**src/sv/tsd_pkg.sv**
```systemverilog
// Shared widths, constants and bus types for the Taylor sine core.
// Used by every module of the block and by its checker; depends on nothing.
package tsd_pkg;

  // Number of series terms summed (x, x^3/3!, x^5/5!, ...). Range 4..16.
  localparam int TERMS = 10;

  // Port widths.
  localparam int ANGLE_W = 16;
  localparam int SINE_W  = 18;

  // Angle magnitude after clamping to 360 degrees in 1/64 degree.
  localparam int MAG_W = 15;
  localparam logic [MAG_W-1:0] ANGLE_LIMIT = 15'd23040;

  // Degrees to radians: x = round(mag * 3142 * 2^13 / 5625) in Q.24.
  localparam int P_W      = 27;
  localparam logic [11:0] PI_MILLI = 12'd3142;
  localparam int CONV_SH  = 40;
  localparam int CM_W     = 28;
  localparam logic [CM_W-1:0] CONV_M =
    CM_W'(((64'd1 << CONV_SH) + 64'd5624) / 64'd5625);
  localparam int CD_W     = 13;
  localparam logic [CD_W-1:0] CONV_D = 13'd5625;
  localparam logic [CD_W-1:0] CONV_HALF = 13'd2812;
  localparam int Q1_W     = 14;
  localparam int R1_W     = 13;
  localparam int LO_W     = 13;
  localparam int V1_W     = R1_W + LO_W;
  localparam int PR1_W    = P_W + CM_W;
  localparam int PR2_W    = V1_W + CM_W;

  // Radian angle and its square, Q.24.
  localparam int FRAC   = 24;
  localparam int X_W    = Q1_W + LO_W;
  localparam int XL_W   = 14;
  localparam int XH_W   = X_W - XL_W;
  localparam int SQ_W   = 2 * X_W;
  localparam int X2_W   = 30;

  // Term recurrence inside one cell.
  localparam int T_W    = 31;
  localparam int TH_W   = T_W - 16;
  localparam int TL_W   = 16;
  localparam int TX_W   = T_W + X2_W;
  localparam int U_W    = 36;
  localparam int UL_W   = 18;
  localparam int UH_W   = U_W - UL_W;
  localparam int V_W    = 28;
  localparam int R_W    = V_W - UL_W;
  localparam int M_W    = 29;
  localparam int QHP_W  = UH_W + M_W;
  localparam int QLP_W  = V_W + M_W;
  localparam int F_W    = 10;
  localparam int H_W    = 9;
  localparam int SH_W   = 6;

  // Signed running sum, Q.24.
  localparam int SUM_W  = 34;

  // Result rounding and saturation.
  localparam int Q16_W  = SUM_W - 8;
  localparam int ONE_W  = 17;
  localparam logic [ONE_W-1:0] ONE_Q16 = 17'd65536;

  // Pipeline depths and end-to-end latency in cycles.
  localparam int FRONT_ST = 8;
  localparam int CELL_ST  = 6;
  localparam int FIN_ST   = 2;
  localparam int LATENCY  = FRONT_ST + CELL_ST * (TERMS - 1) + FIN_ST;

  // One word moving down the row of cells.
  typedef struct packed {
    logic                    vld;
    logic                    neg;
    logic [X2_W-1:0]         x2;
    logic signed [SUM_W-1:0] sum;
    logic [T_W-1:0]          t;
  } term_bus_t;

  // Per-cell constants: divisor f = (2i)(2i+1), half of it, reciprocal, shift and odd-term flag.
  typedef struct packed {
    logic [F_W-1:0]  f;
    logic [H_W-1:0]  half;
    logic [M_W-1:0]  m;
    logic [SH_W-1:0] sh;
    logic            odd;
  } cell_cfg_t;

  function automatic int cell_f(input int idx);
    cell_f = (2 * idx) * (2 * idx + 1);
  endfunction

endpackage

```
**src/sv/tsd_front.sv**
```systemverilog
// Front end: clamp the angle, convert degrees to radians and square the result.
// Depends on tsd_pkg; feeds the first term cell.
module tsd_front (
  input  logic                               clk,
  input  logic                               rst_n,
  input  logic                               in_vld,
  input  logic signed [tsd_pkg::ANGLE_W-1:0] in_angle,
  output tsd_pkg::term_bus_t                 out_bus
);
  import tsd_pkg::*;

  logic [FRONT_ST-1:0] vld_r;
  logic [FRONT_ST-1:0] neg_r;

  logic [ANGLE_W-1:0]  abs_nxt;
  logic [MAG_W-1:0]    mag_nxt, mag_r;
  logic [P_W-1:0]      p_r, p2_r;
  logic [PR1_W-1:0]    pr1_r;
  logic [Q1_W-1:0]     q1_nxt, q1a_r, q1b_r;
  logic [R1_W-1:0]     r1_nxt, r1_r;
  logic [V1_W-1:0]     v1_nxt;
  logic [PR2_W-1:0]    pr2_r;
  logic [X_W-1:0]      x_nxt, x_r, x7_r;
  logic [XH_W-1:0]     xh;
  logic [XL_W-1:0]     xl;
  logic [2*XH_W-1:0]   hh_r;
  logic [XH_W+XL_W-1:0] hl_r;
  logic [2*XL_W-1:0]   ll_r;
  logic [SQ_W-1:0]     sq_nxt;
  logic signed [SUM_W-1:0] xs_ext, sum_nxt, sum_r;
  logic [X2_W-1:0]     x2_r;
  logic [T_W-1:0]      t_r;

  always_comb begin
    abs_nxt = in_angle[ANGLE_W-1] ? (~in_angle + 1'b1) : in_angle;
    if (abs_nxt > ANGLE_W'(ANGLE_LIMIT)) begin
      mag_nxt = ANGLE_LIMIT;
    end else begin
      mag_nxt = abs_nxt[MAG_W-1:0];
    end
  end

  always_comb begin
    q1_nxt = pr1_r[CONV_SH+Q1_W-1:CONV_SH];
    r1_nxt = R1_W'(p2_r - P_W'(q1_nxt) * P_W'(CONV_D));
    v1_nxt = {r1_r, {LO_W{1'b0}}} + V1_W'(CONV_HALF);
    x_nxt  = {q1b_r, pr2_r[CONV_SH+LO_W-1:CONV_SH]};
    xh     = x_r[X_W-1:XL_W];
    xl     = x_r[XL_W-1:0];
    sq_nxt = (SQ_W'(hh_r) << (2 * XL_W)) + (SQ_W'(hl_r) << (XL_W + 1)) + SQ_W'(ll_r)
             + (SQ_W'(1) << (FRAC - 1));
    xs_ext = $signed({{(SUM_W-X_W){1'b0}}, x7_r});
    sum_nxt = neg_r[FRONT_ST-2] ? -xs_ext : xs_ext;
  end

  // Control: advance valid and sign flags every cycle.
  always_ff @(posedge clk) begin
    if (!rst_n) begin
      vld_r <= '0;
    end else begin
      vld_r <= {vld_r[FRONT_ST-2:0], in_vld};
    end
  end

  always_ff @(posedge clk) begin
    neg_r <= {neg_r[FRONT_ST-2:0], in_angle[ANGLE_W-1]};
    mag_r <= mag_nxt;
    p_r   <= P_W'(mag_r) * P_W'(PI_MILLI);
    pr1_r <= PR1_W'(p_r) * PR1_W'(CONV_M);
    p2_r  <= p_r;
    q1a_r <= q1_nxt;
    r1_r  <= r1_nxt;
    q1b_r <= q1a_r;
    pr2_r <= PR2_W'(v1_nxt) * PR2_W'(CONV_M);
    x_r   <= x_nxt;
    hh_r  <= (2*XH_W)'(xh) * (2*XH_W)'(xh);
    hl_r  <= (XH_W+XL_W)'(xh) * (XH_W+XL_W)'(xl);
    ll_r  <= (2*XL_W)'(xl) * (2*XL_W)'(xl);
    x7_r  <= x_r;
    x2_r  <= sq_nxt[FRAC+X2_W-1:FRAC];
    t_r   <= T_W'(x7_r);
    sum_r <= sum_nxt;
  end

  assign out_bus.vld = vld_r[FRONT_ST-1];
  assign out_bus.neg = neg_r[FRONT_ST-1];
  assign out_bus.x2  = x2_r;
  assign out_bus.sum = sum_r;
  assign out_bus.t   = t_r;

endmodule

```
**config.mk**
```make
export PLATFORM = sky130hd
export DESIGN_NAME = tsd_front
export DESIGN_NICKNAME = d
export VERILOG_FILES = /design/src/sv/tsd_pkg.sv /design/src/sv/tsd_front.sv
export SDC_FILE = /design/constraint.sdc
export NUM_CORES = 2
export LEC_CHECK = 0
export ABC_AREA = 1
export BUFFER_PORTS_ARGS = -buffer_cell sky130_fd_sc_hd__buf_2
export CELL_PAD_IN_SITES_DETAIL_PLACEMENT = 1
export CELL_PAD_IN_SITES_GLOBAL_PLACEMENT = 1
export CORE_MARGIN = 5
export CORE_UTILIZATION = 46
export DETAILED_ROUTE_END_ITERATION = 10
export PLACE_DENSITY_LB_ADDON = 0.12
export REMOVE_ABC_BUFFERS = 1
export SYNTH_ARGS = -nofsm -noshare
export SYNTH_HDL_FRONTEND = slang
export SYNTH_SLANG_ARGS = --single-unit
```
**constraint.sdc**
```tcl
create_clock -name clk -period 5.8 [get_ports clk]
set_clock_uncertainty 0.1 [all_clocks]
set_input_delay 0.58 -clock clk [delete_from_list [all_inputs] [get_ports clk]]
set_output_delay 0.58 -clock clk [all_outputs]
set_load 0.005 [all_outputs]
```
# Yosys cells after proc, flatten, opt, wreduce, memory -nomap -nowiden
# Cells that the tools add are included.
[word_totals]
ff_bits = 440
word_cells = 37
out_inout_bits = 97
inputBits = 19
[classes]
n_mul = 7
order_cmp = 1
muxes = 2
n_bitwise = 1
add_sub_neg = 7
[op_table]
columns = ["operator", "n"]
rows = [
  ["$mul 26x27->52 const B", 2],
  ["$add 54x24->54 const B", 1],
  ["$add 54x28->54", 1],
  ["$add 54x42->54", 1],
  ["$neg 27->34", 1],
  ["$mul 14x14->28", 1],
  ["$mul 13x14->27", 1],
  ["$mux 27", 1],
  ["$add 26x12->26 const B", 1],
  ["$mul 13x13->26", 1],
  ["$mul 15x11->26 const B", 1],
  ["$add 16x1->16 const B", 1],
  ["$gt 16x15->1 const B", 1],
  ["$mux 16", 1],
  ["$not 16->16", 1],
  ["$mul 14x13->13 const B", 1],
  ["$sub 13x13->13", 1],
]

# Longest topological paths before layout
[depth]
word_depth = 4
mapped_depth = 27
depth_no_buf = 27

# Worst setup path before layout
# OpenSTA, ideal clock, no wires.
[synth_path]
kind = "register -> register"
start = "register r1_r[0]"
end = "register pr2_r[45]"
slack_ns = 0.133
period_less_slack_ns = 5.667
arrival_time_ns = 5.455
path_buffers = 0
stages_incl_launch_ff = 22
setup_ns = 0.112
required_time_ns = 5.588
cell_sequence = "dfxtp_1 > inv_1 > fa_1 > inv_1 > fa_1 > fa_1 > inv_1 > fa_1 > inv_1 > fa_1 > fa_1 > ha_1 > nand2_1 > nor2_1 > inv_1 > nor3_1 > nand2_1 > nand2_1 > nand2_1 > a21o_1 > nand3_1 > nand2_1"
[synth_between]
elab_chain_len = 2
[synth_lines]
columns = ["item", "line_no", "rtl"]
rows = [
  ["from (decl)", "tsd_front.sv:20", "logic [R1_W-1:0] r1_nxt, r1_r;"],
  ["from (signal assigned)", "tsd_front.sv:72", "r1_r <= r1_nxt;"],
  ["$add 26x12->26", "tsd_front.sv:46", "v1_nxt = {r1_r, {LO_W{1'b0}}} + V1_W'(CONV_HALF);"],
  ["$mul 26x27->52", "tsd_front.sv:74", "pr2_r <= PR2_W'(v1_nxt) * PR2_W'(CONV_M);"],
  ["to (signal assigned)", "tsd_front.sv:74", ""],
  ["to (decl)", "tsd_front.sv:22", "logic [PR2_W-1:0] pr2_r;"],
]
# Every way passes these cells.
# A chain may end at the register's enable or synchronous reset.

# Final worst setup path
[layout_path]
start = "register r1_r[5]"
end = "register pr2_r[52]"
# Same word-level chain as after synthesis.

==> impl_metrics.yaml <==
synthesis:
  synth-edff-count: 0
  ys_warn_count: 0
  synth_cell_types: 51
  synth_xor_area_share_pct: 3.09
  synth-simple-area-share_pct: 12.7
  seq_area_frac_synth_pct: 12.8
  ys.flop_type: "dfxtp_1"
  syn_area_per_cell_um2: 8.43
  ys_ff_latch: 345
  synth_top_family_by_area: "adder cells"
  syn_area_mm2: 0.0541
  synth-compound-area-share_pct: 5.70
  synth-async-reset-ratio_pct: 0
  synthMuxAreaShare_pct: 0.0417
  syn_inst: 6413
  synthAdderAreaFrac_pct: 52.2
setup_path:
  crit_fanout: 3
  ff2ff_setup_slack_ns: 0.10
  rr_startpoint: "r1_r[5]"
  worst_setup_path_start_kind: "flop"
  critPathTopFamily: "adder cells"
  crit_buf_inv: 5
  reg2reg_depth: 20
  path_class: "flop to flop"
  crit_path_frequent_cell: "fa_1"
  cp_cell_sequence: "buf_4 -> fa_1 -> inv_1 -> fa_1 -> inv_1 -> fa_1 -> fa_1 -> fa_1 -> inv_1 -> fa_1 -> fa_1 -> inv_1 -> ha_2 -> nand2_2 -> nor2_4 -> nand2_1 -> o21ai_0 -> nand2_1 -> nand3_1 -> xor2_1"
  endpoint: "pr2_r[52]"
  cp.arrival_ns: 6.12
  worst_ep_required_time_ns: 6.23
  crit_start: "r1_r[5]"
  cp_num_cells: 20
  cpPeakStageDelay_ns: 0.55
  slowest_stage: "fa_1"
  crit_path_end_kind: "flop"
  r2r_end: "pr2_r[52]"
hold_path:
  hold_depth: 3
  worstHoldPathType: "input port to flop"
  min-delay-start: "in_vld"
global_route:
  track_usage_pct: 26.5
  use_met1_pct: 33.5
  top_usage_layer: "met2"
  antenna_found_initial: 1
  first_global_vias: 47200
  grt_pass1_wl_um: 261000
  use_met2_pct: 48.6
  grt_use_met3_pct: 2.74
  grt_max_degree: 31
  grt.overflow.total: 0
floorplan:
  die_area_mm2: 0.124
  design.core.area_mm2: 0.117
  ioPinCount: 116
  rows: 125
  start_util_pct: 46.4
  die_w_um: 353
  die_h_um: 353
placed_design:
  numPortBuffers: 111
  post_dp_cell_area_mm2: 0.0580
  dp_hpwl_um: 143000
  place_ws_ns: -0.0426
  placedCellCount: 8186
  place.gp.congestion: 0.937
clocking:
  clk_pin_slew_worst_paths_ns: 0.06
  ctsHoldBuffers: 0
  clock-sinks: 345
  cts_made_buffers: 44
  cts_htree_levels: 2
  cts_tree: "done"
  cts_buffer_depth: 3
  clockRootBuffer: "clkbuf_16"
  worstSkewPairLatency_ns: 0.63
run_status:
  status: "complete, no violations"
finish:
  finalCoreUtilization_pct: 51.9
  drive_above_1_share_pct: 9.99
  fin_area_mm2: 0.0605
  area_growth_syn_to_layout_pct: 11.9
  n_antenna_cell: 0
  fin_nets: 8459
  fin_cells: 8271
run:
  cap_violations: 0
timing:
  rsz0062_at_grt: "true"
  hold_viol_final: 0
  finalMaxSlewViolations: 0
  worst_pin_slew_ns: 0.614
  min_period_ns: 5.70
  setup_viol_count_final: 0
  slew_headroom_pct: 58.6
  finalCritPeriodShare_pct: 98.2
  layout_setup_ws_ns: 0.103
  max_freq_ghz: 0.176
routing:
  drc_errors: 0
  routed_wl_um: 163000
  first_pass_iters: 6
  vias: 41600
  antenna_left: 0
  drtIter0Drc: 1533
  vias_per_cell: 5.03
  wl_per_cell_um: 19.7
stage by stage:
| stage | TNS, ns | hold slack (ns) |
|---|---|---|
| finish | 0 | 0.0490 |
| global route | -0.667 | 0.0423 |
| CTS | -0.00751 | 0.00954 |
| detailed placement | -0.182 | 0.213 |
| global placement | 0 | 0.210 |
| floorplan | 0 | 0.210 |
per-layer routing:
metal | vias to the layer above | part of all wire [%]
met5 | - | 0
met4 | 0 | 2.7
met3 | 194 | 3.2
met2 | 606 | 51
met1 | 21000 | 43
li1 | 19800 | -
how the worst min path moves through the flow:
stage / end / slack [ns]
floorplan: neg_r[1] / 0.21
global placement: q1b_r[8] / 0.21
detailed placement: x_r[21] / 0.21
CTS: vld_r[0] / 0.01
global route: vld_r[0] / 0.04
finish: vld_r[0] / 0.05
synthesized netlist by cell type, types with 3 or more instances:
master	n	area, um^2
o21bai_1	25	188
nand3_1	138	691
nand2_2	10	62.6
xnor2_1	66	578
xor2_1	125	1090
fa_1	885	17700
nand4_1	49	307
o21ai_2	3	26.3
a21o_1	33	248
ha_1	841	10500
buf_6	3	33.8
nor4_1	20	125
o21a_1	12	90.1
a31oi_1	32	200
or2_2	11	68.8
o31ai_1	4	30.0
a21oi_2	10	87.6
inv_1	1821	6840
nor2_1	338	1270
nand3b_1	7	52.6
nor3_1	43	215
nand2_1	1048	3930
a21oi_1	234	1170
nor2_2	3	18.8
dfxtp_1	345	6910
o21ai_0	162	811
a211oi_1	9	67.6
clkbuf_1	77	289
o211ai_1	6	45.0
buf_1	9	33.8
and3_1	4	25.0
a21boi_0	7	52.6
buf_4	7	52.6
worst register-to-register path, stage by stage, from the launching register on:
cell,delay [ns]
dfxtp_1,0.33
buf_4,0.15
fa_1,0.55
inv_1,0.08
fa_1,0.51
inv_1,0.06
fa_1,0.44
fa_1,0.44
fa_1,0.51
inv_1,0.06
fa_1,0.47
fa_1,0.55
inv_1,0.06
ha_2,0.39
nand2_2,0.14
nor2_4,0.16
nand2_1,0.09
o21ai_0,0.21
nand2_1,0.08
nand3_1,0.09
xor2_1,0.15
flip-flops by register name, summed over array words and instances, names as in the netlist:
name / flops
hh_r: 25
hl_r: 27
ll_r: 14
mag_r: 15
neg_r: 8
p2_r: 12
p_r: 26
pr1_r: 14
pr2_r: 13
q1a_r: 14
q1b_r: 14
r1_r: 13
sum_r: 33
t_r: 27
vld_r: 8
x2_r: 30
x7_r: 25
x_r: 27
cell usage in the layout (no fill, tap or decap), types with 15 or more instances in the layout:
| master | synthesis | routed |
|---|---|---|
| nand2_1 | 1048 | 1022 |
| a21oi_2 | 10 | 38 |
| ha_4 | 0 | 21 |
| nor2_4 | 2 | 15 |
| nand4_1 | 49 | 49 |
| nand3_1 | 138 | 138 |
| a21oi_1 | 234 | 201 |
| nor4_1 | 20 | 18 |
| nor2_1 | 338 | 292 |
| buf_4 | 7 | 224 |
| buf_2 | 2 | 111 |
| o21ai_0 | 162 | 128 |
| clkbuf_16 | 0 | 45 |
| a21o_1 | 33 | 33 |
| o21bai_1 | 25 | 25 |
| o21ai_1 | 2 | 28 |
| nor2_2 | 3 | 36 |
| dfxtp_2 | 0 | 20 |
| xor2_1 | 125 | 124 |
| ha_1 | 841 | 809 |
| fa_1 | 885 | 873 |
| nor3_1 | 43 | 35 |
| inv_1 | 1821 | 1813 |
| xnor2_1 | 66 | 66 |
| nand2_2 | 10 | 34 |
| dfxtp_1 | 345 | 323 |
| a31oi_1 | 32 | 32 |
logic make-up (layout without fill, tap and decap cells):
family / after synthesis / count (layout)
xor gates and xnor gates: 191 / 191
and+or+nand+nor: 1683 / 1683
muxes: 2 / 2
AOI/OAI and AO/OA: 545 / 545
buffers and inverters: 1920 / 2251
other: 1 / 4
adders and majority gates: 1726 / 1726
DFF: 345 / 345
layout make-up:
cell class / count / area (um^2)
fillers: 14000 / 56000
multi-input cells: 4151 / 40800
flip-flops and latches: 345 / 6940
inverters: 1822 / 6840
repair buffers: 350 / 2530
well taps: 1524 / 1910
clock buffers: 57 / 1230
clock inverters: 22 / 297
repair_timing:
action	in CTS	in global routing
setup endpoints to repair	13	44
pin swaps	2	46
buffers inserted	0	6
resized for setup	12	257
cloned	0	0
Power is left out: the tool's default activity adds up to more than one toggle a clock period on the data nets, which glitch-free logic cannot reach.
